===== src/mmbd_pkg.sv =====
// ----------------------------------------------------------------------------
// mmbd_pkg
// shared types and constants of the mip-chain box downsampler
// ----------------------------------------------------------------------------
package mmbd_pkg;

   localparam int NUM_CH      = 4;
   localparam int SAMPLE_W    = 16;
   localparam int PAIR_W      = SAMPLE_W + 1;
   localparam int LEVEL_BITS  = 4;
   localparam int POS_OUT_W   = 9;
   localparam int CSR_IDX_W   = 2;
   localparam int CSR_DATA_W  = 4;
   localparam int CH_CNT_W    = 3;

   localparam logic [CSR_IDX_W-1:0] CSR_LOG_WIDTH  = 2'd0;
   localparam logic [CSR_IDX_W-1:0] CSR_LOG_HEIGHT = 2'd1;
   localparam logic [CSR_IDX_W-1:0] CSR_CHANNELS   = 2'd2;

   typedef logic [NUM_CH-1:0][SAMPLE_W-1:0] pix_type;
   typedef logic [NUM_CH-1:0][PAIR_W-1:0]   pair_type;

   typedef enum logic [1:0] {
      ACT_HOLD,
      ACT_PAIR,
      ACT_OUT
   } act_type;

   typedef struct packed {
      logic                  valid;
      act_type               act;
      logic [LEVEL_BITS-1:0] level;
      logic [POS_OUT_W-1:0]  row;
      logic [POS_OUT_W-1:0]  col;
      logic                  final_flag;
      pix_type               samples;
   } iss_type;

endpackage


===== src/mmbd_walk.sv =====
// ----------------------------------------------------------------------------
// mmbd_walk
// level-0 position tracking and per-level issue sequencing
// ----------------------------------------------------------------------------
module mmbd_walk #(
   parameter int MAX_LOG_SIZE = 10
) (
   input  logic                            clock,
   input  logic                            reset,
   input  logic                            req_tvalid,
   output logic                            req_tready,
   input  logic                            frame_start,
   input  mmbd_pkg::pix_type               samples,
   input  logic [mmbd_pkg::LEVEL_BITS-1:0] lw,
   input  logic [mmbd_pkg::LEVEL_BITS-1:0] lh,
   input  logic [mmbd_pkg::LEVEL_BITS-1:0] nlev,
   input  logic [mmbd_pkg::CH_CNT_W-1:0]   nch,
   input  logic                            ex_ready,
   output mmbd_pkg::iss_type               iss,
   output logic                            rd_en,
   output logic [MAX_LOG_SIZE-1:0]         slot
);
   import mmbd_pkg::*;

   localparam int PB = MAX_LOG_SIZE + 1;

   logic [PB-1:0]           row_ff, col_ff;
   logic [PB-1:0]           row_in, col_in, col_pre, row_pre;
   logic [MAX_LOG_SIZE-1:0] r_ff, c_ff;
   logic [LEVEL_BITS-1:0]   level_ff;
   logic                    iss_valid_ff;
   pix_type                 samples_ff, samples_in;
   logic [PB-1:0]           sr_w, sc_w, base, one_w;
   logic [4:0]              base_sh;
   act_type                 act;
   logic                    last_lv, terminal, take, acc;

   assign one_w = {{(PB-1){1'b0}}, 1'b1};

   always_comb begin
      col_pre = frame_start ? '0 : col_ff;
      row_pre = frame_start ? '0 : row_ff;
      col_in  = col_pre;
      row_in  = row_pre;
      if (col_pre >= (one_w << lw)) begin
         col_in = '0;
         row_in = row_pre + one_w;
      end
      if (row_in >= (one_w << lh)) begin
         row_in = '0;
      end
      for (int ch = 0; ch < NUM_CH; ch++) begin
         samples_in[ch] = (ch < int'(nch)) ? samples[ch] : '0;
      end
   end

   always_comb begin
      sr_w    = {1'b0, r_ff} >> (level_ff - 1'b1);
      sc_w    = {1'b0, c_ff} >> (level_ff - 1'b1);
      base_sh = 5'(PB) - 5'(level_ff);
      base    = (one_w << MAX_LOG_SIZE) - (one_w << base_sh);
      slot    = MAX_LOG_SIZE'(base + {1'b0, sc_w[PB-1:1]});
      if (!sc_w[0]) begin
         act = ACT_HOLD;
      end else if (!sr_w[0]) begin
         act = ACT_PAIR;
      end else begin
         act = ACT_OUT;
      end
      last_lv  = (level_ff == nlev);
      terminal = (act != ACT_OUT) || last_lv;
   end

   assign take       = iss_valid_ff && ex_ready;
   assign rd_en      = take;
   assign req_tready = !iss_valid_ff || (take && terminal);
   assign acc        = req_tvalid && req_tready;

   always_comb begin
      iss.valid      = iss_valid_ff;
      iss.act        = act;
      iss.level      = level_ff;
      iss.row        = POS_OUT_W'(sr_w >> 1);
      iss.col        = POS_OUT_W'(sc_w >> 1);
      iss.final_flag = (act == ACT_OUT) && !(!last_lv && sc_w[1] && sr_w[1]);
      iss.samples    = samples_ff;
   end

   always_ff @(posedge clock) begin
      if (reset) begin
         row_ff       <= '0;
         col_ff       <= '0;
         iss_valid_ff <= 1'b0;
      end else begin
         if (acc) begin
            row_ff       <= row_in;
            col_ff       <= col_in + one_w;
            iss_valid_ff <= (nlev != '0);
            level_ff     <= LEVEL_BITS'(1);
            r_ff         <= MAX_LOG_SIZE'(row_in);
            c_ff         <= MAX_LOG_SIZE'(col_in);
            samples_ff   <= samples_in;
         end else if (take && !terminal) begin
            level_ff <= level_ff + 1'b1;
         end else if (take) begin
            iss_valid_ff <= 1'b0;
         end
      end
   end

endmodule


===== config.mk =====
export PLATFORM = sky130hd
export DESIGN_NAME = mmbd_walk
export DESIGN_NICKNAME = d
export VERILOG_FILES = /design/src/mmbd_pkg.sv /design/src/mmbd_walk.sv
export SDC_FILE = /design/constraint.sdc
export NUM_CORES = 1
export LEC_CHECK = 0
export ABC_AREA = 1
export BUFFER_PORTS_ARGS = -buffer_cell sky130_fd_sc_hd__buf_2
export CELL_PAD_IN_SITES_DETAIL_PLACEMENT = 1
export CELL_PAD_IN_SITES_GLOBAL_PLACEMENT = 1
export CORE_UTILIZATION = 35
export DETAILED_ROUTE_END_ITERATION = 10
export MAX_ROUTING_LAYER = met4
export PLACE_DENSITY = 0.72
export RECOVER_POWER = 100
export SLEW_MARGIN = 15
export SYNTH_ARGS = -nofsm -noshare
export SYNTH_HDL_FRONTEND = slang
export SYNTH_SLANG_ARGS = --single-unit
export TNS_END_PERCENT = 50

===== constraint.sdc =====
create_clock -name clock -period 8.1 [get_ports clock]
set_input_delay 0.405 -clock clock [delete_from_list [all_inputs] [get_ports clock]]
set_output_delay 0.405 -clock clock [all_outputs]
set_load 0.005 [all_outputs]

# Word level (Yosys, flattened, before mapping)
# Cells that the tools add are included.
# W data, S select, Z words.
[classes]
add_sub_neg = 7
order_cmp = 6
n_eq_ne = 4
shifts = 5
mux = 11
n_bitwise = 1
reduce_logical = 19
[ops]
columns = ["operator", "n"]
rows = [
  ["$mux W11", 5],
  ["$add A11 B1 Y11 const B", 2],
  ["$ge A11 B11 Y1", 2],
  ["$shl A1 B4 Y11 const A", 2],
  ["$shr A10 B4 Y11", 1],
  ["$add A10 B10 Y10", 1],
  ["$shl A1 B5 Y10 const A", 1],
  ["$shr A10 B4 Y10", 1],
  ["$sub A1 B10 Y10 const A", 1],
  ["$logic_and A1 B1 Y1", 7],
  ["$lt A1 B3 Y1 const A", 2],
  ["$lt A2 B3 Y1 const A", 2],
  ["$reduce_and A2 Y1", 3],
  ["$sub A4 B4 Y5 const A", 1],
  ["$add A4 B1 Y4 const B", 1],
  ["$eq A4 B4 Y1", 1],
  ["$logic_not A1 Y1", 4],
  ["$mux W2", 2],
  ["$mux W4", 1],
  ["$ne A2 B2 Y1 const B", 2],
  ["$reduce_bool A2 Y1", 2],
  ["$reduce_bool A4 Y1", 1],
  ["$sub A4 B1 Y4 const B", 1],
  ["$mux W1", 3],
  ["3 further kinds", 4],
]
[word_totals]
ff_bits = 111
in_bits = 84
output_inout_bits = 102
wordCells = 63

# Logic depth before layout (Yosys ltp)
# Gate-level depths: netlist of run 1.
[depth]
ltp_word = 11
ltp_mapped = 27
mapped_depth_nobuf = 26

# Worst setup path before layout of run 1
# Ideal clock, no wire load.
[synth_timing]
path_kind = "reg2reg"
start = "register level_ff[0]"
end = "register c_ff[0] (enable)"
setup_ns = 0.437
arrival_time_ns = 3.730
required_ns = 7.663
setup_slack_ns = 3.932
stages_incl_launch_ff = 18
n_path_buf = 4
synth_period_minus_slack_ns = 4.168
path_cell_list = "edfxtp_1 buf_6 inv_8 buf_12 ha_1 buf_6 inv_1 buf_4 nand3_1 nand2_1 nand2_1 nand3_2 nand2_4 nand3_4 nand2_4 nand2_4 nand3_1 inv_1"
[synth_between]
elab_chain_cells = 10
elab_cells_between_ends = 12
classes_between = "1 x add/sub; 2 x eq/ne; 2 x shift; 2 x mux; 5 x reduce/logical"
[synth_lines]
columns = ["item", "line_no", "source"]
rows = [
  ["start, declared", "mmbd_walk.sv:30", "logic [LEVEL_BITS-1:0] level_ff;"],
  ["start signal, assigned", "mmbd_walk.sv:104", "level_ff <= level_ff + 1'b1;"],
  ["$sub A4 B1 Y4", "mmbd_walk.sv:58, mmbd_walk.sv:59", ""],
  ["$shr A10 B4 Y10", "mmbd_walk.sv:58", "sr_w = {1'b0, r_ff} >> (level_ff - 1'b1);"],
  ["$mux W2", "mmbd_walk.sv:65", "end else if (!sr_w[0]) begin"],
  ["$mux W2", "mmbd_walk.sv:63", "if (!sc_w[0]) begin"],
  ["$ne A2 B2 Y1", "mmbd_walk.sv:71", "terminal = (act != ACT_OUT) || last_lv;"],
  ["$logic_or A1 B1 Y1 (*)", "mmbd_walk.sv:71", ""],
  ["$logic_and A1 B1 Y1 (*)", "mmbd_walk.sv:76", "assign req_tready = !iss_valid_ff || (take && terminal);"],
  ["$logic_or A1 B1 Y1 (*)", "mmbd_walk.sv:76", ""],
  ["named net req_tready", "mmbd_walk.sv:11", "output logic req_tready,"],
  ["$logic_and A1 B1 Y1 (*)", "mmbd_walk.sv:77", "assign acc = req_tvalid && req_tready;"],
  ["$reduce_and A2 Y1 (no source line) (*)", "--", ""],
  ["end signal, assigned", "mmbd_walk.sv:101", "c_ff <= MAX_LOG_SIZE'(col_in);"],
  ["end, declared", "mmbd_walk.sv:29", "logic [MAX_LOG_SIZE-1:0] r_ff, c_ff;"],
]
# Mark *: on every way through the listed nets, which the timed path passes. The rest lies on a longest branch.
# A chain may end at the register's enable or synchronous reset.

# Worst setup path in the final report of run 1
[layout_timing]
start = "register level_ff[1]"
end = "register samples_ff, in the netlist iss[46] (enable)"
[layout_between]
elab_chain_cells = 10
elab_cells_between_ends = 12
classes_between = "1 x add/sub; 2 x eq/ne; 2 x shift; 2 x mux; 5 x reduce/logical"
[layout_lines]
columns = ["item", "line_no", "source"]
rows = [
  ["$sub A4 B1 Y4", "mmbd_walk.sv:58, mmbd_walk.sv:59", ""],
  ["$shr A10 B4 Y10", "mmbd_walk.sv:58", ""],
  ["$mux W2", "mmbd_walk.sv:65", ""],
  ["$mux W2", "mmbd_walk.sv:63", ""],
  ["$ne A2 B2 Y1", "mmbd_walk.sv:71", ""],
  ["$logic_or A1 B1 Y1 (*)", "mmbd_walk.sv:71", ""],
  ["$logic_and A1 B1 Y1 (*)", "mmbd_walk.sv:76", ""],
  ["$logic_or A1 B1 Y1 (*)", "mmbd_walk.sv:76", ""],
  ["$logic_and A1 B1 Y1 (*)", "mmbd_walk.sv:77", ""],
  ["$reduce_and A2 Y1 (no source line) (*)", "--", ""],
  ["end signal, assigned", "mmbd_walk.sv:102", "samples_ff <= samples_in;"],
  ["end, declared", "mmbd_walk.sv:32", "pix_type samples_ff, samples_in;"],
]
# Every way passes the cells marked *; elsewhere a longest branch is shown, timed or not.

==> results of run 1 <==
[layout by cell type, fill, tap and decap left out, types with 2 or more instances in the layout]
| master | n |
|---|---|
| sky130_fd_sc_hd__mux2i_1 | 2 |
| sky130_fd_sc_hd__dfxtp_1 | 23 |
| sky130_fd_sc_hd__clkbuf_2 | 14 |
| sky130_fd_sc_hd__ha_1 | 41 |
| sky130_fd_sc_hd__buf_2 | 103 |
| sky130_fd_sc_hd__nand3_2 | 4 |
| sky130_fd_sc_hd__nor3_1 | 10 |
| sky130_fd_sc_hd__nand4_1 | 16 |
| sky130_fd_sc_hd__xnor2_1 | 7 |
| sky130_fd_sc_hd__nand2_2 | 4 |
| sky130_fd_sc_hd__clkinvlp_4 | 2 |
| sky130_fd_sc_hd__clkbuf_1 | 72 |
| sky130_fd_sc_hd__a211oi_1 | 3 |
| sky130_fd_sc_hd__edfxtp_1 | 88 |
| sky130_fd_sc_hd__nand2_1 | 222 |
| sky130_fd_sc_hd__nand3_1 | 38 |
| sky130_fd_sc_hd__inv_2 | 3 |
| sky130_fd_sc_hd__inv_1 | 160 |
| sky130_fd_sc_hd__nand3b_1 | 2 |
| sky130_fd_sc_hd__nor2_1 | 174 |
| sky130_fd_sc_hd__xor2_1 | 11 |
| sky130_fd_sc_hd__o21ai_0 | 39 |
| sky130_fd_sc_hd__or2_2 | 3 |
| sky130_fd_sc_hd__clkbuf_16 | 9 |
| sky130_fd_sc_hd__a31oi_1 | 2 |
| sky130_fd_sc_hd__o22ai_1 | 2 |
| sky130_fd_sc_hd__a21oi_1 | 31 |
| sky130_fd_sc_hd__nand2_4 | 2 |
| sky130_fd_sc_hd__inv_8 | 3 |
| sky130_fd_sc_hd__nor4_1 | 5 |
| sky130_fd_sc_hd__o2111ai_1 | 2 |
[flip-flops by register name (all words and copies together), names as in the netlist]
register,flops
c_ff,10
col_ff,11
iss_valid_ff,1
r_ff,10
row_ff,11
level_ff,4
iss,64
[stage by stage]
| step | hold slack, ns | power [W] | util | setup WS [ns] |
|---|---|---|---|---|
| detailed placement | 0.481 | 0.00110 | 0.409 | 3.35 |
| floorplan | 0.454 | 0.000963 | - | 3.93 |
| global placement | 0.465 | 0.00109 | 0.409 | 3.47 |
| global route | 0.221 | 0.00160 | 0.416 | 1.77 |
| finish | 0.233 | 0.00151 | 0.416 | 2.43 |
| CTS | 0.223 | 0.00154 | 0.424 | 3.05 |
[worst max-delay path, delay by kind of cell (launching register included)]
kind / cells / cell delay [ns]
flops: 1 / 0.48
buf+inv: 4 / 2.84
simple gates: 9 / 1.15
fa+ha+maj: 1 / 0.64
[metal layers]
layer	part of all wire	up-vias	track usage
met1	0.45	2971	0.237
met2	0.49	131	0.339
met5	0	-	-
li1	-	3301	-
met3	0.035	27	0.0308
met4	0.023	0	0.0716
[cell type report]
class / instances / area share
inverter: 166 / 0.0755
tap: 270 / 0.0402
sequential: 111 / 0.370
clock buffer: 10 / 0.0273
multi-input combinational: 630 / 0.378
timing repair buffer: 188 / 0.101
clock inverter: 6 / 0.00745
[synth_stat cells, types with 7 or more instances]
master | n | area share
sky130_fd_sc_hd__edfxtp_1 | 88 | 0.37
sky130_fd_sc_hd__xnor2_1 | 7 | 0.0085
sky130_fd_sc_hd__dfxtp_1 | 23 | 0.064
sky130_fd_sc_hd__o21ai_1 | 8 | 0.0056
sky130_fd_sc_hd__nor2_1 | 174 | 0.091
sky130_fd_sc_hd__xor2_1 | 11 | 0.013
sky130_fd_sc_hd__a21oi_1 | 30 | 0.021
sky130_fd_sc_hd__nor3_1 | 10 | 0.0070
sky130_fd_sc_hd__o21ai_0 | 32 | 0.022
sky130_fd_sc_hd__nand2_1 | 217 | 0.11
sky130_fd_sc_hd__clkbuf_1 | 9 | 0.0047
sky130_fd_sc_hd__buf_6 | 8 | 0.013
sky130_fd_sc_hd__inv_1 | 158 | 0.083
sky130_fd_sc_hd__nand3_1 | 37 | 0.026
sky130_fd_sc_hd__nand4_1 | 16 | 0.014
sky130_fd_sc_hd__ha_1 | 41 | 0.071
[power by group]
group | switching, W | total (W) | leakage [nW] | internal [W]
Sequential | 0.0000152 | 0.000672 | 1.02 | 0.000657
Clock | 0.000225 | 0.000443 | 0.136 | 0.000217
Combinational | 0.000261 | 0.000398 | 2.95 | 0.000137
[kinds of logic (layout without fill, tap and decap cells)]
logic type / after synthesis / count (layout) / share of synthesized area
compound gates: 83 / 83 / 0.0636
simple gates: 485 / 485 / 0.288
xor+xnor: 18 / 18 / 0.0220
flops: 111 / 111 / 0.432
fa+ha+maj: 42 / 42 / 0.0743
mux: 2 / 2 / 0.00279
buf+inv: 195 / 370 / 0.117
[worst paths after layout]
check                              end                       from  cells past startpoint  slack (ns)
max              iss[46]$_SDFFCE_PP0P_  level_ff[1]$_SDFFCE_PP0P_                     14        2.43
min          iss_valid_ff$_SDFFE_PP0P_                      reset                      2        0.23
max reg2reg      iss[46]$_SDFFCE_PP0P_  level_ff[1]$_SDFFCE_PP0P_                     14        2.43
min reg2reg     row_ff[2]$_SDFFE_PP0P_     row_ff[2]$_SDFFE_PP0P_                      2        0.49
==> metrics.md, run 1 <==
| Metric | Value |
|---|---|
| Period minus WS final | 5.67 ns |
| Clock buffers created by TritonCTS | 9 |
| Failing checks | capacitance limit, slew limit |
| Worst Setup Path Type | flip-flop to flip-flop |
| Wire length of the first global-routing pass | 32700 µm |
| Clock tree sinks | 111 |
| Post-CTS setup-driven buffer insertion count | 0 |
| Pin count of the biggest net entering global routing | between 50 and 60 |
| DP Cell Count | 1365 |
| CTS tree | built |
| Arrival time at the worst endpoint | ~5.5 ns |
| Clock-pin slew of the registers on the worst-case setup and hold paths | 0.07 ns |
| Area of the multi-input gates | 3180 µm² |
| Core Region | about 20000 µm² |
| Peak supply drop | 0.0000901 V |
| Total Routed Length | 19700 µm |
| Cells along the critical path | inv_1, ha_1, inv_1, nand3_1, nand2_1, nand2_1, nand3_2, nand2_4, nand3_1, nand2_1, nand2_1, nand3_1, clkinvlp_2, clkbuf_2 |
| Half-perimeter wire length of the detailed placement result | around 16000 µm |
| Cell Area, Synth | 7180 µm² |
| Mean instance size in the synthesized netlist | about 7.7 µm² |
| Setup TNS after final layout | 0 ns |
| Count of vias placed by the detailed router | 6430 |
| Die height | 145 µm |
| Fillcell total | approximately 2600 |
| Hold/Removal Path Class | input port to flip-flop |
| Post-detailed-route DRC marker count | 0 |
| Number of register bits inferred by synthesis | about 110 |
| RSZ-0062 raised after global routing | false |
| Effective utilization at floorplan | 0.356 |
| Post-cts resize count | 0 |
| Power density relative to cell area | 180 nW/µm² |
| Avg Vias per Cell | 4.66 |
| Htree depth | 3 |
| Required time of the critical path | 7.94 ns |
| Antenna Nets Post-Route | 0 |
| Site Rows | 52 |
| Share of the cycle needed by the critical path after routing | 0.700 |
| Hold Fails Final Rpt | 0 |
| Clock root buffer | sky130_fd_sc_hd__clkbuf_16 |
| Share of final-layout standard cells stronger than drive strength 1 | 0.140 |
| Final nets | 1232 |
| Number of max-capacitance violations reported | 2 |
| Diodes inserted | 0 |
| Vias in the first global route | around 6700 |
| Number of max-slew violations in the final report | 20 |
| Yosys synthesis warning count | 0 |
| Gate count after technology mapping | 936 |
| Boundary pin count | ~190 |
| Syn-to-layout area delta | 17.0% |
| Initial antenna violation count | 0 |
| Worst clock skew | between 0.01 and 0.015 ns |
| Cts hold-fix bufs | 0 |
| Pin slew with the least headroom to its limit | ~1.8 ns |
| Buffer depth of the longest clock path | 2 |
| Area of the die | 21100 µm² |
| Average wire per cell in the routed design | 14.3 µm |
| Part of the Yosys area used for sequential elements | 0.432 |
| Status | finished, violations left |
| Post-synthesis async set-or-reset flop share | 0 |
| Fmax | 176 MHz |
| Number of I/O port buffers | between 150 and 200 |
| EDFF count, synth | slightly below 90 |
| Count of routing violations after the opening detailed-route iteration | 218 |
| Die X-Extent | 145 µm |
| Total setup violations reported at the end of the flow | 0 |
| Nature of the critical path startpoint | flip-flop |
| Final weighted congestion of routability-driven global placement | approximately 0.82 |
| Register area | 3100 µm² |
| Leakage dissipation | 4.11 nW |
| Insertion delay to the later sink of the worst-skew pair | 0.36 ns |
| Post-route cell area | 8400 µm² |
| Headroom to the max-slew limit | -0.177 |
| Worst path most repeated cell | sky130_fd_sc_hd__nand2_1 |
| Final Instance Count excl. Fillers | 1381 |
| Worst setup EP type | flip-flop |
| Distinct cells, synth | 44 |
| Most common flop cell mapped by yosys | sky130_fd_sc_hd__edfxtp_1 |
| Sum of overflow across all layers after global routing | 0 |
| Number of detailed-routing iterations run before antenna repair | 4 |
| Critical-path cell with the highest stage delay | sky130_fd_sc_hd__clkinvlp_2 |
| Placed Area | 8260 µm² |
| Total global-route track usage | 0.199 |
| Slowest Stage Delay on Critical Path | 1.21 ns |
| Synth Net Count | 1062 |
| Maximum fanout along the worst path | 51 |
Power figures use the tool's default switching activity.
==> run 2, diff against run 1 <==
PLACE_DENSITY = 0.75   (was 0.72)
clock period = 4.6 ns   (was 8.1 ns; I/O delays follow)
==> metrics.md, run 2 (synthesized netlist as in run 1, its figures left out) <==
| Metric | Value |
|---|---|
| Htree depth | 3 |
| Worst flop-to-flop path endpoint | row_ff[7]$_SDFFE_PP0P_ |
| Number of I/O port buffers | approximately 190 |
| Flop2flop setup slack | roughly 0.54 ns |
| Required time of the critical path | about 4.4 ns |
| Hold Fails Final Rpt | 0 |
| Total setup violations reported at the end of the flow | 0 |
| Worst clock skew | ~0.019 ns |
| Pre-CTS setup slack | 0.461 ns |
| Status | finished, violations left |
| Share of final-layout standard cells stronger than drive strength 1 | 0.147 |
| Count of routing violations after the opening detailed-route iteration | 239 |
| Final nets | 1236 |
| Effective utilization at floorplan | 0.356 |
| RSZ-0062 raised after global routing | false |
| Vias in the first global route | 6649 |
| Peak supply drop | ~0.00026 V |
| Power density relative to cell area | 317 nW/µm² |
| Fmax | 236 MHz |
| Most common cell after layout, fill and taps aside | sky130_fd_sc_hd__nand2_1 |
| Hold-critical path depth | 2 |
| Syn-to-layout area delta | 17.7% |
| Insertion delay to the later sink of the worst-skew pair | 0.37 ns |
| Avg Vias per Cell | roughly 4.7 |
| Headroom to the max-slew limit | -0.155 |
| Initial antenna violation count | 1 |
| Share of the cycle needed by the critical path after routing | 0.923 |
| CTS tree | built |
| Start point of the worst min-delay path | reset |
| Clock-pin slew of the registers on the worst-case setup and hold paths | 0.08 ns |
| Post-CTS setup-driven buffer insertion count | 0 |
| Commonest cells after routing, fill and taps aside | sky130_fd_sc_hd__nand2_1, sky130_fd_sc_hd__nor2_1, sky130_fd_sc_hd__inv_1 |
| Pin count of the biggest net entering global routing | 64 |
| Total Routed Length | 19900 µm |
| Antenna Nets Post-Route | 0 |
| Half-perimeter wire length of the detailed placement result | 15900 µm |
| Wire length of the first global-routing pass | 32500 µm |
| Buffer depth of the longest clock path | 2 |
| Post-detailed-route DRC marker count | 0 |
| Number of detailed-routing iterations run before antenna repair | 4 |
| Clock buffers created by TritonCTS | 9 |
| Period minus WS final | about 4.2 ns |
| Nature of the critical path startpoint | flip-flop |
| Die height | around 150 µm |
| Arrival time at the worst endpoint | roughly 4.0 ns |
| Terminating pin of the worst hold path | iss_valid_ff$_SDFFE_PP0P_ |
| Setup TNS after final layout | 0 ns |
| Clock tree sinks | 111 |
| Pin slew with the least headroom to its limit | 1.73 ns |
| Maximum fanout along the worst path | 16 |
| Failing checks | capacitance limit, slew limit |
| Worst path setup slack after routing | 0.354 ns |
| Die X-Extent | 145 µm |
| Core Region | 20200 µm² |
| Flip-flop count of the largest register, all copies and words added | 64 |
| Hold/Removal Path Class | input port to flip-flop |
| Final weighted congestion of routability-driven global placement | 0.850 |
| Count of vias placed by the detailed router | 6493 |
| Leakage dissipation | 4.14 nW |
| Sum of overflow across all layers after global routing | 0 |
| Cell depth of the worst flop-to-flop path | 24 |
| Clock root buffer | sky130_fd_sc_hd__clkbuf_16 |
| Area of the die | 21100 µm² |
| Worst setup EP type | output port |
| Average wire per cell in the routed design | 14.3 µm |
| Worst flop-to-flop path startpoint | col_ff[6]$_SDFFE_PP0P_ |
| Number of max-slew violations in the final report | 20 |
| Total Power | 0.00268 W |
| Boundary pin count | 186 |
| Site Rows | 52 |
| Total global-route track usage | 0.196 |
| Number of max-capacitance violations reported | 1 |
| Worst Hold Slack | roughly 0.075 ns |
| Worst Setup Path Type | flip-flop to output port |
[run 2: report_power, final]
part,switching [W],internal (W),leakage [nW]
Sequential,0.0000271,0.00116,1.02
Clock,0.000407,0.000386,0.148
Combinational,0.000462,0.000244,2.97
[run 2: metal layers]
| metal | global-route usage | wire length (µm) | share of wire | vias up |
|---|---|---|---|---|
| li1 | - | - | - | 3313 |
| met1 | 0.241 | 9110 | 0.46 | 3007 |
| met2 | 0.330 | 9600 | 0.48 | 147 |
| met3 | 0.0330 | 727 | 0.037 | 26 |
| met4 | 0.0605 | 425 | 0.021 | 0 |
| met5 | - | 0 | 0 | - |
[run 2: cell type report]
| cell class | instances | area, µm² |
|---|---|---|
| inverters | 166 | 638 |
| flip-flops and latches | 111 | 3100 |
| diodes | 1 | 2.50 |
| clock inverters | 7 | 75.1 |
| repair buffers | 192 | 882 |
| clock buffers | 9 | 225 |
| fillers | 2669 | 11700 |
| well taps | 270 | 338 |
| multi-input cells | 630 | 3180 |
[run 2: worst max-delay path by stage]
| stage | start | end | slack, ns |
|---|---|---|---|
| 2_1_floorplan | level_ff[0]$_SDFFCE_PP1P_ | c_ff[0]$_DFFE_PP_ | 0.43 |
| 3_3_place_gp | lw[2] | row_ff[7]$_SDFFE_PP0P_ | 0.65 |
| 3_5_place_dp | frame_start | row_ff[7]$_SDFFE_PP0P_ | 0.46 |
| 4_1_cts | level_ff[1]$_SDFFCE_PP0P_ | slot[8] | 0.38 |
| 5_1_grt | level_ff[1]$_SDFFCE_PP0P_ | slot[8] | 0.03 |
| 6_report | level_ff[1]$_SDFFCE_PP0P_ | slot[8] | 0.35 |
[run 2: timing repair]
item,CTS,global route
endpoints found under the setup margin,0,1
hold buffers,0,0
resized for setup,0,2
endpoints found under the hold margin,0,0
[run 2: worst max-delay path, stage by stage, from the launching register on]
cell and delay (ns):
sky130_fd_sc_hd__edfxtp_1 0.49, sky130_fd_sc_hd__inv_1 0.21, sky130_fd_sc_hd__ha_1 0.31, sky130_fd_sc_hd__buf_4 0.21
sky130_fd_sc_hd__or2_2 0.30, sky130_fd_sc_hd__o21ai_1 0.11, sky130_fd_sc_hd__nor2_1 0.06, sky130_fd_sc_hd__nor3_1 0.35
sky130_fd_sc_hd__inv_1 0.12, sky130_fd_sc_hd__fa_1 0.47, sky130_fd_sc_hd__o21ai_0 0.27, sky130_fd_sc_hd__nand2_1 0.08
sky130_fd_sc_hd__nand2_1 0.07, sky130_fd_sc_hd__a21oi_1 0.08, sky130_fd_sc_hd__o21ai_0 0.16, sky130_fd_sc_hd__a21oi_1 0.10
sky130_fd_sc_hd__xnor2_1 0.14, sky130_fd_sc_hd__clkbuf_2 0.13
[run 2: stage by stage]
| step | instances | area, µm² | util |
|---|---|---|---|
| after floorplan | 936 | 7180 | - |
| after global placement | 1369 | 8300 | 0.412 |
| after detailed placement | 1369 | 8300 | 0.412 |
| after CTS | 1385 | 8600 | 0.426 |
| after global routing | 1386 | 8450 | 0.419 |
| final | 1386 | 8450 | 0.419 |
==> run 3, diff against run 2 <==
CORE_ASPECT_RATIO = 1.2   (was not set)
==> metrics.md, run 3 (synthesized netlist as in run 1, its figures left out) <==
| Metric | Value |
|---|---|
| Status | finished, violations left |
| Clock root buffer | sky130_fd_sc_hd__clkbuf_16 |
| Share of final-layout standard cells stronger than drive strength 1 | 0.148 |
| Syn-to-layout area delta | 18.0% |
| Most common cell after layout, fill and taps aside | sky130_fd_sc_hd__nand2_1 |
| Failing checks | capacitance limit, slew limit |
| Worst path setup slack after routing | 0.415 ns |
| Clock tree sinks | about 110 |
| Maximum fanout along the worst path | 16 |
| Hold/Removal Path Class | input port to flip-flop |
| Number of I/O port buffers | 185 |
| Buffer depth of the longest clock path | 2 |
| Leakage dissipation | ~4.1 nW |
| Fillcell total | around 2600 |
| Count of vias placed by the detailed router | 6556 |
| Worst setup EP type | output port |
| Wire length of the first global-routing pass | 33300 µm |
| Htree depth | 3 |
| Die X-Extent | 133 µm |
| Register area | 3100 µm² |
| Pin slew with the least headroom to its limit | 1.90 ns |
| Headroom to the max-slew limit | -0.273 |
| Insertion delay to the later sink of the worst-skew pair | roughly 0.36 ns |
| Effective utilization at floorplan | 0.356 |
| Core Region | 20200 µm² |
| Half-perimeter wire length of the detailed placement result | 16100 µm |
| Avg Vias per Cell | 4.75 |
| Number of max-capacitance violations reported | 2 |
| Clock-pin slew of the registers on the worst-case setup and hold paths | 0.08 ns |
| Post-detailed-route DRC marker count | 0 |
| Power density relative to cell area | 324 nW/µm² |
| Final weighted congestion of routability-driven global placement | a little under 0.9 |
| Number of detailed-routing iterations run before antenna repair | 6 |
| CTS tree | built |
| Final Instance Count excl. Fillers | 1379 |
| Worst Setup Path Type | flip-flop to output port |
| Number of max-slew violations in the final report | 37 |
| Initial antenna violation count | 0 |
| Pin count of the biggest net entering global routing | 36 |
| Area of the multi-input gates | 3200 µm² |
| Fmax | 239 MHz |
| Required time of the critical path | 4.37 ns |
| Hold Fails Final Rpt | 0 |
| Site Rows | 57 |
| Nature of the critical path startpoint | flip-flop |
| DP Cell Count | 1362 |
| Setup TNS after final layout | 0 ns |
| Diodes inserted | 0 |
| Worst clock skew | 0.0199 ns |
| Total setup violations reported at the end of the flow | 0 |
| Final nets | approximately 1200 |
| Total Routed Length | 20000 µm |
| Vias in the first global route | 6940 |
| Peak supply drop | 0.000169 V |
| Period minus WS final | 4.18 ns |
| Commonest cells after routing, fill and taps aside | sky130_fd_sc_hd__nand2_1, sky130_fd_sc_hd__nor2_1, sky130_fd_sc_hd__inv_1 |
| Share of the cycle needed by the critical path after routing | 0.910 |
| Die height | ~160 µm |
| Cts hold-fix bufs | 0 |
| Sum of overflow across all layers after global routing | 0 |
| Count of routing violations after the opening detailed-route iteration | roughly 250 |
| Total global-route track usage | 0.201 |
| Average wire per cell in the routed design | approximately 14 µm |
| Pre-CTS setup slack | 0.294 ns |
| Clock buffers created by TritonCTS | 9 |
| RSZ-0062 raised after global routing | false |
| Arrival time at the worst endpoint | 3.95 ns |
| Finished Core Util | 0.420 |
| Area of the die | 21100 µm² |
| Antenna Nets Post-Route | 0 |
| Boundary pin count | 186 |
| Flip-flop count of the largest register, all copies and words added | 64 |
==> run 3: changes by cell type in the layout (fill, tap and decap cells not counted), moves of 2 or more <==
cell / change
sky130_fd_sc_hd__clkbuf_1: +2
sky130_fd_sc_hd__buf_2: -4
sky130_fd_sc_hd__o21ai_0: -3
sky130_fd_sc_hd__o21ai_1: +3
sky130_fd_sc_hd__clkinv_2: -2
==> run 3: area by class of cell <==
type,count,share of cell area
sequential,111,0.366
multi-input combinational,630,0.377
timing repair buffer,190,0.102
tap,265,0.0392
inverter,166,0.0755
clock buffer,9,0.0266
clock inverter,7,0.0118
timing repair inverter,1,0.000591
==> run 3: worst paths after layout <==
kind | start | to | slack [ns] | cells past startpoint
setup / recovery | level_ff[1]$_SDFFCE_PP0P_ | slot[8] | 0.42 | 17
hold reg to reg | col_ff[3]$_SDFFE_PP0P_ | col_ff[3]$_SDFFE_PP0P_ | 0.49 | 2
hold / removal | reset | iss_valid_ff$_SDFFE_PP0P_ | 0.06 | 2
setup reg to reg | level_ff[1]$_SDFFCE_PP0P_ | iss[40]$_SDFFCE_PP0P_ | 0.61 | 14
==> run 3: repair_timing <==
| action | in CTS | in global routing |
|---|---|---|
| resized for setup | 0 | 7 |
| endpoints found under the setup margin | 0 | 4 |
| buffers inserted | 0 | 0 |
==> run 3: worst max-delay path: stages, from the launching register on <==
cell and delay, ns:
sky130_fd_sc_hd__edfxtp_1 0.50, sky130_fd_sc_hd__inv_1 0.20, sky130_fd_sc_hd__ha_1 0.34, sky130_fd_sc_hd__buf_4 0.23, sky130_fd_sc_hd__or2_2 0.30, sky130_fd_sc_hd__o21ai_0 0.16, sky130_fd_sc_hd__nor2_1 0.10, sky130_fd_sc_hd__nor3_2 0.19
sky130_fd_sc_hd__inv_1 0.09, sky130_fd_sc_hd__fa_1 0.47, sky130_fd_sc_hd__o21ai_1 0.22, sky130_fd_sc_hd__nand2_1 0.07, sky130_fd_sc_hd__nand2_1 0.07, sky130_fd_sc_hd__a21oi_1 0.09, sky130_fd_sc_hd__o21ai_0 0.19, sky130_fd_sc_hd__a21oi_1 0.11
sky130_fd_sc_hd__xnor2_1 0.14, sky130_fd_sc_hd__clkbuf_1 0.13
==> run 3: report_power, final <==
| part | total, W | internal [W] | switching (W) |
|---|---|---|---|
| registers | 0.00118 | 0.00116 | 0.0000278 |
| logic | 0.000714 | 0.000246 | 0.000468 |
| clock network | 0.000846 | 0.000441 | 0.000405 |
==> run 3: metal layers <==
layer  vias to the layer above  share of wire  wire (µm)  track usage
li1                       3305              -          -            -
met5                         -              0          0            -
met2                       215           0.49       9870        0.351
met3                        29          0.072       1440       0.0489
met4                         0          0.018        354       0.0611
met1                      3007           0.42       8310        0.225
==> run 3: through the flow <==
step	total power, W	cell area (µm²)	hold WS [ns]
after floorplan	0.00170	7180	0.299
after global placement	0.00192	8280	0.425
after detailed placement	0.00194	8280	0.431
after CTS	0.00278	8610	0.0486
after global routing	0.00291	8470	0.0679
final	0.00274	8470	0.0554
